[src/hdl/cfur_pkg.sv]
// Package for the CAN firmware upgrade receiver: types, codes and CRC helper.
// No dependencies.
package cfur_pkg;

   localparam int PageBytes = 256;
   localparam int PosW = $clog2(PageBytes) + 1;

   localparam logic [7:0] CmdStart = 8'hF1;
   localparam logic [7:0] CmdData  = 8'hF2;
   localparam logic [7:0] CmdEnd   = 8'hF3;

   localparam logic [1:0] KindReply = 2'd0;
   localparam logic [1:0] KindByte  = 2'd1;
   localparam logic [1:0] KindPage  = 2'd2;
   localparam logic [1:0] KindErase = 2'd3;

   localparam logic [7:0] StEraseOk    = 8'd0;
   localparam logic [7:0] StPassFail   = 8'd1;
   localparam logic [7:0] StNoMemory   = 8'd2;
   localparam logic [7:0] StEraseStart = 8'd3;
   localparam logic [7:0] ResSuccess   = 8'd0;
   localparam logic [7:0] ResCrcFail   = 8'd1;

   localparam logic [1:0] RegDeviceId = 2'd0;
   localparam logic [1:0] RegMaxImage = 2'd1;
   localparam logic [1:0] RegMaxFrame = 2'd2;
   localparam logic [1:0] RegAppStart = 2'd3;

   localparam logic [31:0] CrcPoly = 32'h04C11DB7;

   typedef enum logic [1:0] {
      PH_IDLE, PH_READY, PH_RECEIVING, PH_DONE
   } phase_type;

   typedef enum logic [1:0] {
      OP_START, OP_DATA, OP_END
   } op_type;

   typedef enum logic [1:0] {
      BK_IDLE, BK_START, BK_DATA, BK_END
   } back_state_type;

   // Classified frame handed from front to back
   typedef struct packed {
      op_type      op;
      logic [3:0]  len;
      logic [63:0] bytes;
   } cmd_type;

   typedef struct packed {
      logic [1:0]  kind;
      logic [3:0]  reply_length;
      logic [63:0] reply_bytes;
      logic [7:0]  buffer_offset;
      logic [7:0]  buffer_byte;
      logic [31:0] page_address;
      logic [8:0]  page_fill;
      logic        last;
   } result_type;

   // One 8-bit step of the MSB-first CRC: each bit shifts then folds the data bit
   function automatic logic [31:0] crc_byte(input logic [31:0] crc, input logic [7:0] d);
      logic [31:0] c;
      c = crc;
      for (int i = 7; i >= 0; i--) begin
         c = c[31] ? ((c << 1) ^ CrcPoly) : (c << 1);
         if (d[i]) c = c ^ CrcPoly;
      end
      return c;
   endfunction

endpackage

[src/hdl/cfur_if.sv]
// Handshake channel interfaces: frame, result and register write.
// No dependencies.
interface cfur_req_if;
   logic        valid;
   logic        ready;
   logic [3:0]  frame_length;
   logic [63:0] frame_bytes;
   modport source (output valid, frame_length, frame_bytes, input ready);
   modport sink (input valid, frame_length, frame_bytes, output ready);
endinterface

interface cfur_rsp_if;
   logic        valid;
   logic        ready;
   logic [1:0]  kind;
   logic [3:0]  reply_length;
   logic [63:0] reply_bytes;
   logic [7:0]  buffer_offset;
   logic [7:0]  buffer_byte;
   logic [31:0] page_address;
   logic [8:0]  page_fill;
   logic        last;
   modport source (output valid, kind, reply_length, reply_bytes, buffer_offset,
                   buffer_byte, page_address, page_fill, last, input ready);
   modport sink (input valid, kind, reply_length, reply_bytes, buffer_offset,
                 buffer_byte, page_address, page_fill, last, output ready);
endinterface

interface cfur_csr_if;
   logic        valid;
   logic        ready;
   logic [1:0]  index;
   logic [31:0] data;
   modport source (output valid, index, data, input ready);
   modport sink (input valid, index, data, output ready);
endinterface

[src/hdl/cfur_front.sv]
// Front end: accepts frames, drops empty/short/unknown ones, queues commands.
// Depends on cfur_pkg.
module cfur_front (
   input  logic                clock,
   input  logic                reset,
   input  logic                req_valid,
   output logic                req_ready,
   input  logic [3:0]          req_frame_length,
   input  logic [63:0]         req_frame_bytes,
   output logic                cmd_valid,
   input  logic                cmd_ready,
   output cfur_pkg::cmd_type   cmd
);
   import cfur_pkg::*;

   localparam int Depth = 2;

   cmd_type    q_ff [Depth];
   logic       wp_ff, wp_in, rp_ff, rp_in;
   logic [1:0] cnt_ff, cnt_in;
   logic [3:0] len;
   logic       keep;
   cmd_type    cls;
   logic       push, pop;

   // Classify: clamp length, keep only well-formed known commands
   always_comb begin
      len  = (req_frame_length > 4'd8) ? 4'd8 : req_frame_length;
      keep = 1'b0;
      cls.len   = len;
      cls.bytes = req_frame_bytes;
      cls.op    = OP_START;
      case (req_frame_bytes[7:0])
         CmdStart: begin keep = (len >= 4'd7); cls.op = OP_START; end
         CmdData:  begin keep = (len >= 4'd5); cls.op = OP_DATA; end
         CmdEnd:   begin keep = (len >= 4'd5); cls.op = OP_END; end
         default:  keep = 1'b0;
      endcase
   end

   assign req_ready = (cnt_ff != 2'(Depth));
   assign push      = req_valid && req_ready && keep;
   assign cmd_valid = (cnt_ff != 2'd0);
   assign pop       = cmd_valid && cmd_ready;
   assign cmd       = q_ff[rp_ff];

   always_comb begin
      wp_in  = push ? ~wp_ff : wp_ff;
      rp_in  = pop ? ~rp_ff : rp_ff;
      cnt_in = cnt_ff + 2'(push) - 2'(pop);
   end

   // Queue pointers
   always_ff @(posedge clock) begin
      if (reset) begin
         wp_ff  <= 1'b0;
         rp_ff  <= 1'b0;
         cnt_ff <= 2'd0;
      end else begin
         wp_ff  <= wp_in;
         rp_ff  <= rp_in;
         cnt_ff <= cnt_in;
      end
   end

   // Queue storage
   always_ff @(posedge clock) begin
      if (push) q_ff[wp_ff] <= cls;
   end

endmodule

[src/hdl/cfur_back.sv]
// Back end: executes start/data/end commands, one result beat per cycle while
// res_ready does not stall, with a one-entry output register. Depends on cfur_pkg.
module cfur_back (
   input  logic                clock,
   input  logic                reset,
   input  logic                cmd_valid,
   output logic                cmd_ready,
   input  cfur_pkg::cmd_type   cmd,
   input  logic [15:0]         device_id,
   input  logic [23:0]         max_image_size,
   input  logic [7:0]          max_frame_length,
   input  logic [31:0]         app_start_address,
   output logic                res_valid,
   input  logic                res_ready,
   output cfur_pkg::result_type res
);
   import cfur_pkg::*;

   phase_type      phase_ff, phase_in;
   back_state_type st_ff, st_in;
   logic [2:0]     step_ff, step_in;
   logic [PosW-1:0] pos_ff, pos_in;
   logic [31:0]    paddr_ff, paddr_in;
   logic [31:0]    crc_ff, crc_in;
   logic [23:0]    wasm_ff, wasm_in;
   logic [1:0]     wcnt_ff, wcnt_in;
   logic [23:0]    eaddr_ff, eaddr_in;
   logic [23:0]    total_ff, total_in;
   logic [24:0]    rcvd_ff, rcvd_in;
   logic           pgpend_ff, pgpend_in;
   cmd_type        c_ff, c_in;
   logic           ov_ff, ov_in;
   result_type     o_ff, o_in;

   logic        slot;
   logic        emit;
   result_type  r;
   logic [15:0] good;
   logic [63:0] base;
   logic [2:0]  nbytes;
   logic [7:0]  v;
   logic [23:0] fa;
   logic [31:0] host;
   logic        fail;
   logic [PosW-1:0] pos_inc;

   assign slot      = !ov_ff || res_ready;
   assign res_valid = ov_ff;
   assign res       = o_ff;
   assign cmd_ready = (st_ff == BK_IDLE);

   always_comb begin
      good   = 16'(device_id * 16'h1234) ^ 16'hABCD;
      base   = {24'd0, max_frame_length, good, 8'd0, CmdStart};
      nbytes = 3'(c_ff.len - 4'd4);
      v      = c_ff.bytes[8 * (4 + step_ff) +: 8];
      fa     = c_ff.bytes[31:8];
      host   = c_ff.bytes[39:8];
      fail   = (c_ff.bytes[47:32] != good) || (fa > max_image_size);
      pos_inc = pos_ff + 1'b1;
   end

   // Next state: sequencer over the result beats of one command
   always_comb begin
      st_in   = st_ff;
      step_in = step_ff;
      c_in    = c_ff;
      if (st_ff == BK_IDLE) begin
         if (cmd_valid) begin
            c_in    = cmd;
            step_in = 3'd0;
            case (cmd.op)
               OP_START: st_in = BK_START;
               OP_DATA:  st_in = (phase_ff == PH_READY || phase_ff == PH_RECEIVING)
                                 ? BK_DATA : BK_IDLE;
               OP_END:   st_in = (phase_ff == PH_RECEIVING) ? BK_END : BK_IDLE;
               default:  st_in = BK_IDLE;
            endcase
            if (phase_ff == PH_DONE) st_in = BK_IDLE;
         end
      end else if (slot) begin
         case (st_ff)
            BK_START: begin
               if (fail || step_ff == 3'd2) st_in = BK_IDLE;
               else step_in = step_ff + 3'd1;
            end
            BK_DATA: begin
               if (pgpend_ff) begin
               end else if (step_ff == nbytes) st_in = BK_IDLE;
               else step_in = step_ff + 3'd1;
            end
            BK_END: begin
               if (step_ff == 3'd1 || pos_ff == '0) st_in = BK_IDLE;
               else step_in = step_ff + 3'd1;
            end
            default: st_in = BK_IDLE;
         endcase
      end
   end

   // Outputs and datapath updates per beat
   always_comb begin
      phase_in  = phase_ff;
      pos_in    = pos_ff;
      paddr_in  = paddr_ff;
      crc_in    = crc_ff;
      wasm_in   = wasm_ff;
      wcnt_in   = wcnt_ff;
      eaddr_in  = eaddr_ff;
      total_in  = total_ff;
      rcvd_in   = rcvd_ff;
      pgpend_in = pgpend_ff;
      r         = '0;
      emit      = 1'b0;
      if (st_ff != BK_IDLE && slot) begin
         emit = 1'b1;
         case (st_ff)
            BK_START: begin
               r.kind = KindReply;
               r.reply_length = 4'd5;
               if (c_ff.bytes[47:32] != good) begin
                  r.reply_bytes = base | {48'd0, StPassFail, 8'd0};
                  r.last = 1'b1;
               end else if (fa > max_image_size) begin
                  r.reply_bytes = base | {48'd0, StNoMemory, 8'd0};
                  r.last = 1'b1;
               end else if (step_ff == 3'd0) begin
                  r.reply_bytes = base | {48'd0, StEraseStart, 8'd0};
               end else if (step_ff == 3'd1) begin
                  r = '0;
                  r.kind = KindErase;
                  r.page_address = app_start_address;
               end else begin
                  r.reply_bytes = base | {48'd0, StEraseOk, 8'd0};
                  r.last = 1'b1;
                  phase_in = PH_READY;
                  total_in = fa;
                  rcvd_in  = '0;
                  eaddr_in = '0;
                  pos_in   = '0;
                  paddr_in = app_start_address;
                  crc_in   = 32'hFFFFFFFF;
                  wasm_in  = '0;
                  wcnt_in  = '0;
               end
            end
            BK_DATA: begin
               phase_in = PH_RECEIVING;
               if (pgpend_ff) begin
                  r.kind = KindPage;
                  r.page_address = paddr_ff;
                  r.page_fill = 9'(PageBytes);
                  paddr_in  = paddr_ff + 32'(PageBytes);
                  pos_in    = '0;
                  pgpend_in = 1'b0;
               end else if (step_ff == nbytes) begin
                  r.kind = KindReply;
                  r.reply_length = 4'd4;
                  eaddr_in = fa + 24'(nbytes);
                  r.reply_bytes = {32'd0, eaddr_in, CmdData};
                  rcvd_in = rcvd_ff + 25'(nbytes);
                  r.last = 1'b1;
               end else begin
                  r.kind = KindByte;
                  r.buffer_offset = pos_ff[7:0];
                  r.buffer_byte = v;
                  pos_in = pos_inc;
                  pgpend_in = (pos_inc >= PosW'(PageBytes));
                  if (wcnt_ff == 2'd3) begin
                     crc_in  = crc_byte(crc_byte(crc_byte(crc_byte(crc_ff,
                               v), wasm_ff[23:16]), wasm_ff[15:8]), wasm_ff[7:0]);
                     wasm_in = '0;
                     wcnt_in = '0;
                  end else begin
                     wasm_in = wasm_ff | (24'(v) << (8 * wcnt_ff));
                     wcnt_in = wcnt_ff + 2'd1;
                  end
               end
            end
            BK_END: begin
               if (step_ff == 3'd0 && pos_ff != '0) begin
                  r.kind = KindPage;
                  r.page_address = paddr_ff;
                  r.page_fill = 9'(pos_ff);
                  paddr_in = paddr_ff + 32'(PageBytes);
                  pos_in   = '0;
               end else begin
                  r.kind = KindReply;
                  r.reply_length = 4'd6;
                  r.reply_bytes = {16'd0, crc_ff,
                                   (host == crc_ff) ? ResSuccess : ResCrcFail, CmdEnd};
                  r.last = 1'b1;
                  phase_in = (host == crc_ff) ? PH_DONE : PH_IDLE;
               end
            end
            default: emit = 1'b0;
         endcase
      end
      ov_in = emit ? 1'b1 : (res_ready ? 1'b0 : ov_ff);
      o_in  = emit ? r : o_ff;
   end

   // Control and state registers
   always_ff @(posedge clock) begin
      if (reset) begin
         phase_ff  <= PH_IDLE;
         st_ff     <= BK_IDLE;
         step_ff   <= '0;
         pos_ff    <= '0;
         paddr_ff  <= '0;
         crc_ff    <= 32'hFFFFFFFF;
         wasm_ff   <= '0;
         wcnt_ff   <= '0;
         eaddr_ff  <= '0;
         total_ff  <= '0;
         rcvd_ff   <= '0;
         pgpend_ff <= 1'b0;
         ov_ff     <= 1'b0;
      end else begin
         phase_ff  <= phase_in;
         st_ff     <= st_in;
         step_ff   <= step_in;
         pos_ff    <= pos_in;
         paddr_ff  <= paddr_in;
         crc_ff    <= crc_in;
         wasm_ff   <= wasm_in;
         wcnt_ff   <= wcnt_in;
         eaddr_ff  <= eaddr_in;
         total_ff  <= total_in;
         rcvd_ff   <= rcvd_in;
         pgpend_ff <= pgpend_in;
         ov_ff     <= ov_in;
      end
   end

   // Payload registers
   always_ff @(posedge clock) begin
      c_ff <= c_in;
      o_ff <= o_in;
   end

endmodule

[src/hdl/can_firmware_upgrade_receiver.sv]
// A frame passes the command queue, the back command register and the output register
// before its first result beat; one result beat per cycle unless rsp.ready stalls.
// A frame yields up to five result beats plus one per page program. The back sequencer
// takes commands only when idle; the front's two-entry queue takes frames meanwhile.
// Reset (synchronous): phase idle, CRC all ones, registers to their defaults.
// Top level of the CAN firmware upgrade receiver. Depends on cfur_pkg, cfur_if,
// cfur_front, cfur_back.
module can_firmware_upgrade_receiver (
   input  logic clock,
   input  logic reset,
   cfur_req_if.sink   req,
   cfur_rsp_if.source rsp,
   cfur_csr_if.sink   csr
);
   import cfur_pkg::*;

   logic        cmd_valid, cmd_ready, res_valid;
   cmd_type     cmd;
   result_type  res;
   logic [15:0] dev_ff;
   logic [23:0] maxim_ff;
   logic [7:0]  maxfr_ff;
   logic [31:0] app_ff;

   assign csr.ready = 1'b1;

   // Configuration registers
   always_ff @(posedge clock) begin
      if (reset) begin
         dev_ff   <= '0;
         maxim_ff <= 24'hFFFFFF;
         maxfr_ff <= 8'd8;
         app_ff   <= '0;
      end else if (csr.valid) begin
         case (csr.index)
            RegDeviceId: dev_ff   <= csr.data[15:0];
            RegMaxImage: maxim_ff <= csr.data[23:0];
            RegMaxFrame: maxfr_ff <= csr.data[7:0];
            RegAppStart: app_ff   <= csr.data;
            default: ;
         endcase
      end
   end

   cfur_front u_front (
      .clock, .reset,
      .req_valid(req.valid), .req_ready(req.ready),
      .req_frame_length(req.frame_length), .req_frame_bytes(req.frame_bytes),
      .cmd_valid, .cmd_ready, .cmd
   );

   cfur_back u_back (
      .clock, .reset, .cmd_valid, .cmd_ready, .cmd,
      .device_id(dev_ff), .max_image_size(maxim_ff),
      .max_frame_length(maxfr_ff), .app_start_address(app_ff),
      .res_valid, .res_ready(rsp.ready), .res
   );

   assign rsp.valid         = res_valid;
   assign rsp.kind          = res.kind;
   assign rsp.reply_length  = res.reply_length;
   assign rsp.reply_bytes   = res.reply_bytes;
   assign rsp.buffer_offset = res.buffer_offset;
   assign rsp.buffer_byte   = res.buffer_byte;
   assign rsp.page_address  = res.page_address;
   assign rsp.page_fill     = res.page_fill;
   assign rsp.last          = res.last;

endmodule

[src/flat_wrapper.sv]
// flat-port wrapper written by rule: the top's interface ports become plain ports
module can_firmware_upgrade_receiver_flat import cfur_pkg::*;
  (clock, reset, req_valid, req_frame_length, req_frame_bytes, req_ready, rsp_valid, rsp_kind, rsp_reply_length, rsp_reply_bytes, rsp_buffer_offset, rsp_buffer_byte, rsp_page_address, rsp_page_fill, rsp_last, rsp_ready, csr_valid, csr_index, csr_data, csr_ready);
  cfur_req_if req_i ();
  cfur_rsp_if rsp_i ();
  cfur_csr_if csr_i ();
  input  logic clock;
  input  logic reset;
  input wire logic [$bits(req_i.valid)-1:0] req_valid;
  input wire logic [$bits(req_i.frame_length)-1:0] req_frame_length;
  input wire logic [$bits(req_i.frame_bytes)-1:0] req_frame_bytes;
  output wire logic [$bits(req_i.ready)-1:0] req_ready;
  output wire logic [$bits(rsp_i.valid)-1:0] rsp_valid;
  output wire logic [$bits(rsp_i.kind)-1:0] rsp_kind;
  output wire logic [$bits(rsp_i.reply_length)-1:0] rsp_reply_length;
  output wire logic [$bits(rsp_i.reply_bytes)-1:0] rsp_reply_bytes;
  output wire logic [$bits(rsp_i.buffer_offset)-1:0] rsp_buffer_offset;
  output wire logic [$bits(rsp_i.buffer_byte)-1:0] rsp_buffer_byte;
  output wire logic [$bits(rsp_i.page_address)-1:0] rsp_page_address;
  output wire logic [$bits(rsp_i.page_fill)-1:0] rsp_page_fill;
  output wire logic [$bits(rsp_i.last)-1:0] rsp_last;
  input wire logic [$bits(rsp_i.ready)-1:0] rsp_ready;
  input wire logic [$bits(csr_i.valid)-1:0] csr_valid;
  input wire logic [$bits(csr_i.index)-1:0] csr_index;
  input wire logic [$bits(csr_i.data)-1:0] csr_data;
  output wire logic [$bits(csr_i.ready)-1:0] csr_ready;
  assign req_i.valid = req_valid;
  assign req_i.frame_length = req_frame_length;
  assign req_i.frame_bytes = req_frame_bytes;
  assign req_ready = req_i.ready;
  assign rsp_valid = rsp_i.valid;
  assign rsp_kind = rsp_i.kind;
  assign rsp_reply_length = rsp_i.reply_length;
  assign rsp_reply_bytes = rsp_i.reply_bytes;
  assign rsp_buffer_offset = rsp_i.buffer_offset;
  assign rsp_buffer_byte = rsp_i.buffer_byte;
  assign rsp_page_address = rsp_i.page_address;
  assign rsp_page_fill = rsp_i.page_fill;
  assign rsp_last = rsp_i.last;
  assign rsp_i.ready = rsp_ready;
  assign csr_i.valid = csr_valid;
  assign csr_i.index = csr_index;
  assign csr_i.data = csr_data;
  assign csr_ready = csr_i.ready;
  can_firmware_upgrade_receiver u_core (.clock(clock), .reset(reset), .req(req_i), .rsp(rsp_i), .csr(csr_i));
endmodule
[config.mk]
export PLATFORM = sky130hd
export DESIGN_NAME = can_firmware_upgrade_receiver_flat
export DESIGN_NICKNAME = d
export VERILOG_FILES = /design/src/hdl/cfur_pkg.sv /design/src/hdl/cfur_if.sv /design/src/hdl/cfur_front.sv /design/src/hdl/cfur_back.sv /design/src/hdl/can_firmware_upgrade_receiver.sv /design/src/flat_wrapper.sv
export SDC_FILE = /design/constraint.sdc
export NUM_CORES = 1
export LEC_CHECK = 0
export BUFFER_PORTS_ARGS = -buffer_cell sky130_fd_sc_hd__buf_2
export CAP_MARGIN = 20
export CORE_MARGIN = 8
export CORE_UTILIZATION = 48
export DETAILED_ROUTE_END_ITERATION = 7
export GPL_TIMING_DRIVEN = 0
export PLACE_DENSITY = 0.71
export SETUP_SLACK_MARGIN = 0.2
export SLEW_MARGIN = 25
export SYNTH_ARGS = -nofsm -noshare
export SYNTH_HDL_FRONTEND = slang
export SYNTH_HIERARCHICAL = 1
export SYNTH_SLANG_ARGS = --single-unit
[constraint.sdc]
create_clock -name clock -period 8.91 [get_ports clock]
set_input_delay 1.3365 -clock clock [delete_from_list [all_inputs] [get_ports clock]]
set_output_delay 1.3365 -clock clock [all_outputs]
set_load 0.005 [all_outputs]
Yosys cells after proc, flatten, opt, wreduce, memory -nomap -nowiden
Memory sizes are Yosys's and may differ from the RTL's. A register that Yosys moved wholly into a read port is not among the register bits.
Cells that the tools add are included.
{"block": "totals", "regBits": 387, "latchBits": 0, "mem_bits_rw": 140, "rom_bits": 0, "inputBits": 107, "output_inout_bits": 131, "elab_cells": 521, "n_memories": 1}
{"name": "u_core.u_front.q_ff", "depth": 2, "width": 70, "rd": 1, "rd_ports_with_merged_regs": 1, "wr": 1, "line": "cfur_front.sv:18", "rtl": "cmd_type q_ff [Depth];"}
{"block": "classes", "n_addsub": 9, "n_mul": 1, "n_div": 0, "magnitude_cmp": 5, "eq_ne": 40, "n_shift": 2, "muxes": 329, "n_bitwise": 68, "reduce_logical": 39}
{"cell": "32-bit 2-to-1 mux", "n": 168}
{"cell": "27-bit 2-to-1 mux", "n": 64}
{"cell": "14-bit inverter", "n": 64}
{"cell": "70-bit case mux with 3 select lines", "n": 1}
{"cell": "24-bit 2-to-1 mux", "n": 7}
{"cell": "40-bit 2-to-1 mux", "n": 4}
{"cell": "67-bit 2-to-1 mux", "n": 2}
{"cell": "42-bit case mux with 3 select lines", "n": 1}
{"cell": "41-bit 2-to-1 mux", "n": 3}
{"cell": "57-bit 2-to-1 mux", "n": 2}
{"cell": "32-bit case mux with 3 select lines", "n": 1}
{"cell": "83-bit 2-to-1 mux", "n": 1}
{"cell": "32-bit case mux with 2 select lines", "n": 1}
{"cell": "64-bit by 8-bit indexed part select with 8-bit output", "n": 1}
{"cell": "9-bit 2-to-1 mux", "n": 7}
{"cell": "58-bit 2-to-1 mux", "n": 1}
{"cell": "2-bit 2-to-1 mux", "n": 25}
{"cell": "24-bit case mux with 2 select lines", "n": 1}
{"cell": "32-bit by 9-bit adder with 32-bit output, second input constant", "n": 1}
{"cell": "32-bit == test", "n": 1}
{"cell": "16-bit case mux with 2 select lines", "n": 1}
{"cell": "9-bit case mux with 3 select lines", "n": 1}
{"cell": "24-bit by 3-bit adder with 24-bit output", "n": 1}
{"cell": "8-bit == test, second input constant", "n": 3}
{"cell": "other kinds (51)", "n": 131}

Logic depth before layout (Yosys ltp)
{"block": "logic_depth", "word_depth": 287, "ltp_mapped": 22, "mapped_depth_nobuf": 19}

Modules after synthesis
Netlist, hierarchy kept.
{"mod": "cfur_back", "n_inst": 1, "cells_per_inst": 1673, "area_each_um2": 18220.0, "seq_area_each_um2": 7086.8}
{"mod": "cfur_front", "n_inst": 1, "cells_per_inst": 255, "area_each_um2": 5365.1, "seq_area_each_um2": 4304.1}
{"mod": "can_firmware_upgrade_receiver", "n_inst": 1, "cells_per_inst": 328, "area_each_um2": 3323.2, "seq_area_each_um2": 1601.5}

Worst setup path before layout
No wires, ideal clock.
{"block": "synth_timing", "kind": "input port to flip-flop", "from": "input rsp_ready", "to": "register u_core.u_back.o_ff, in the netlist u_core/u_back/res[0] (data pin)", "setup_ns": 0.168, "arrival_ns": 5.512, "required_time_ns": 8.742, "path_slack_ns": 3.229, "stages": 8, "n_path_buf": 2, "path_cell_list": "nand2b_1 -> nor2b_1 -> nand2b_1 -> clkbuf_1 -> inv_1 -> clkbuf_1 -> a21oi_1 -> o21ai_0"}
{"block": "synth_between", "elab_chain_len": 2}
{"element": "start, declared", "line": "flat_wrapper.sv:22", "rtl": "input wire logic [$bits(rsp_i.ready)-1:0] rsp_ready;"}
{"element": "1-bit logical OR", "line": "cfur_back.sv:47", "rtl": "assign slot = !ov_ff || res_ready;"}
{"element": "1-bit logical AND", "line": "cfur_back.sv:115", "rtl": "if (st_ff != BK_IDLE && slot) begin"}
{"element": "end signal, assigned", "line": "cfur_back.sv:239", "rtl": "o_ff <= o_in;"}
{"element": "end, declared", "line": "cfur_back.sv:33", "rtl": "result_type o_ff, o_in;"}
No other way between the ends.
A chain may end at the register's enable or synchronous reset.

Worst setup path in the final report
{"block": "layout_timing", "from": "register u_core.dev_ff[1]", "to": "register u_core.u_back.crc_ff[24]"}
{"block": "layout_between", "elab_chain_len": 5}
{"element": "start, declared", "line": "can_firmware_upgrade_receiver.sv:20", "rtl": "logic [15:0] dev_ff;"}
{"element": "start signal, assigned", "line": "can_firmware_upgrade_receiver.sv:36", "rtl": "RegDeviceId: dev_ff <= csr.data[15:0];"}
{"element": "16-bit by 11-bit multiplier with 14-bit output (*)", "line": "cfur_back.sv:53", "rtl": "good = 16'(device_id * 16'h1234) ^ 16'hABCD;"}
{"element": "10-bit inverter (no line)"}
{"element": "16-bit != test (*)", "line": "cfur_back.sv:121", "rtl": "if (c_ff.bytes[47:32] != good) begin"}
{"element": "2-bit != test (no line) (*)"}
{"element": "9-bit AND reduction (no line) (*)"}
{"element": "end signal, assigned", "line": "cfur_back.sv:225", "rtl": "crc_ff <= crc_in;"}
{"element": "end, declared", "line": "cfur_back.sv:24", "rtl": "logic [31:0] crc_ff, crc_in;"}
Mark *: on every way between the ends. The rest lies on a longest branch, timed or not.

==> metrics.md <==
| Metric | Value |
|---|---|
| Port buffer count | 217 |
| Fill cell count | 4,528 |
| Initial antenna violation count | 0 |
| Post-CTS Resized | 0 |
| Nets | 2,735 |
| Worst slew margin | 26.91% |
| Number of global-route vias before repair | 18,350 |
| I/O pin total | 238 |
| Cell row count | 85 |
| Design area | 30,180 sq um |
| Detailed placer's ending HPWL | 56,990 um |
| Clock sink total | 477 |
| Htree depth | 2 |
| RePlAce Congestion | 0.9354 |
| GRT overflow | 0 |
| Global-route wire length before repair | 111,300 um |
| Drt pass-1 iters | 7 |
| Worst Max-Slew Pin Slew | 1.093 ns |
| Clock Latency Late Sink | 0.61 ns |
| CTS clk-pin slew, worst paths | 0.06 ns |
| Post-route minimum period | 6.853 ns |
| CP Max Fanout | 10 |
| Setup ws final | 2.057 ns |
| CP startpoint kind | flip-flop |
| Routed len/inst | 22.73 um |
| Crit path capture type | flip-flop |
| Setup TNS Final | 0 ns |
| Ys Warns | 6 |
| First DRT Iteration DRCs | 1,815 |
| Post-Syn Area | 26,190 sq um |
| Max-cap viol count | 0 |
| Largest net degree at the start of global routing | 49 |
| GRT Util Overall | 22.98% |
| Antenna cells | 0 |
| Final hold viol count | 0 |
| Slew Viols, Final | 0 |
| Setup Slack @ Placement | 2.302 ns |
| Worst min-delay path class | flip-flop to flip-flop |
| Initial core utilization | 48.57% |
| Vias | 18,140 |
| Fin crit share | 76.91% |
| Root Buffer | clkbuf_16 |
| Antenna-violating nets left | 0 |
| Synth Instances | 2,222 |
| Crit path kind | flip-flop to flip-flop |
| Status | complete, no violations |
| Core region area | 53,920 sq um |
| Die span in y | 249.6 um |
| CTS Buf Count | 50 |
| Vias per cell | 5.573 |
| Die Width | 249.6 um |
| Final setup viols | 0 |
| RSZ-0062 raised after global routing | no |
| Share of layout cells above drive strength 1 | 19.62% |
| Arrival time worst endpoint | 7.36 ns |
| Setup Buffers After CTS | 0 |
| Clock tree from TritonCTS | done |
| Wire length reported by the detailed router | 73,950 um |
| Area Growth Syn to Fin | 15.22% |
| Max clock buf depth | 3 |
| Commonest non-fill, non-tap cell in the layout | edfxtp_1 |
| DIE AREA | 62,290 sq um |
| Post-synthesis average cell area | 11.79 sq um |
| FMAX | 0.1459 GHz |
| Final Skew | 0.03141 ns |
| Most frequent cells in the layout | edfxtp_1, xnor2_1, buf_2 |
| CTS Hold Bufs | 0 |
| CP required | 9.42 ns |
| Area after DPL | 28,410 sq um |
| Remaining DRCs | 0 |
==> routing by layer <==
layer	vias up	part of all wire [%]	GRT usage [%]
met3	130	7.6	4.344
met2	767	46	37.17
li1	8371	-	-
met4	0	2.8	6.841
met1	8868	44	31.20
met5	-	0	0
==> stage by stage <==
step / util (%) / instances / hold slack (ns)
after global placement: 52.33 / 3153 / 0.4657
after CTS: 55.96 / 3254 / 0.4888
after global routing: 55.96 / 3254 / 0.5015
final: 55.96 / 3254 / 0.4867
after detailed placement: 52.69 / 3160 / 0.4735
after floorplan: - / 2240 / 0.4520
==> final timing paths <==
check	startpoint	to	slack (ns)	depth (start not counted)
worst min register to register	u_core/u_back/wasm_ff[14]$_SDFFE_PP0P_	u_core/u_back/wasm_ff[14]$_SDFFE_PP0P_	0.49	1
worst min-delay path	u_core/u_back/wasm_ff[14]$_SDFFE_PP0P_	u_core/u_back/wasm_ff[14]$_SDFFE_PP0P_	0.49	1
worst max register to register	u_core/dev_ff[1]$_SDFFE_PP0P_	u_core/u_back/crc_ff[24]$_SDFFE_PP1P_	2.06	20
worst max-delay path	u_core/dev_ff[1]$_SDFFE_PP0P_	u_core/u_back/crc_ff[24]$_SDFFE_PP1P_	2.06	20
==> cell type report <==
type / count / area (sq um) / share of cell area [%]
Multi-Input combinational cell: 1546 / 12860 / 42.62
Sequential cell: 477 / 12410 / 41.13
Timing Repair Buffer: 224 / 1256 / 4.163
Clock inverter: 29 / 349.1 / 1.157
Tap cell: 696 / 870.8 / 2.886
Clock buffer: 65 / 1414 / 4.686
Inverter: 79 / 301.5 / 0.9993
Buffer: 138 / 710.7 / 2.355
==> flip-flops by register name, indices dropped and copies added (netlist names), 3 cells and up, named ones only <==
name                    cells
u_core/u_front/q_ff       122
u_core/u_back/res         105
u_core/u_back/c_ff         59
u_core/app_ff              32
u_core/u_back/crc_ff       32
u_core/u_back/paddr_ff     32
u_core/maxim_ff            24
u_core/u_back/wasm_ff      24
u_core/dev_ff              14
u_core/u_back/pos_ff        9
u_core/maxfr_ff             8
u_core/u_back/step_ff       3
==> critical path, cell delays in order, from the launching register on <==
cell       delay [ns]
dfxtp_1          0.64
ha_1             0.32
ha_1             0.28
ha_1             0.28
ha_1             0.28
ha_1             0.17
inv_1            0.07
fa_1             0.46
xor2_1           0.36
xnor2_1          0.17
nand4_1          0.08
or4_1            0.41
or4_1            0.53
nor4_2           0.80
a41o_1           0.34
buf_2            0.27
and3_1           0.28
or2_2            0.13
clkbuf_1         0.19
buf_1            0.45
a2bb2oi_1        0.22
Power is not shown: default switching activity piles up to over one toggle a cycle in this logic, so the estimate is an artifact.
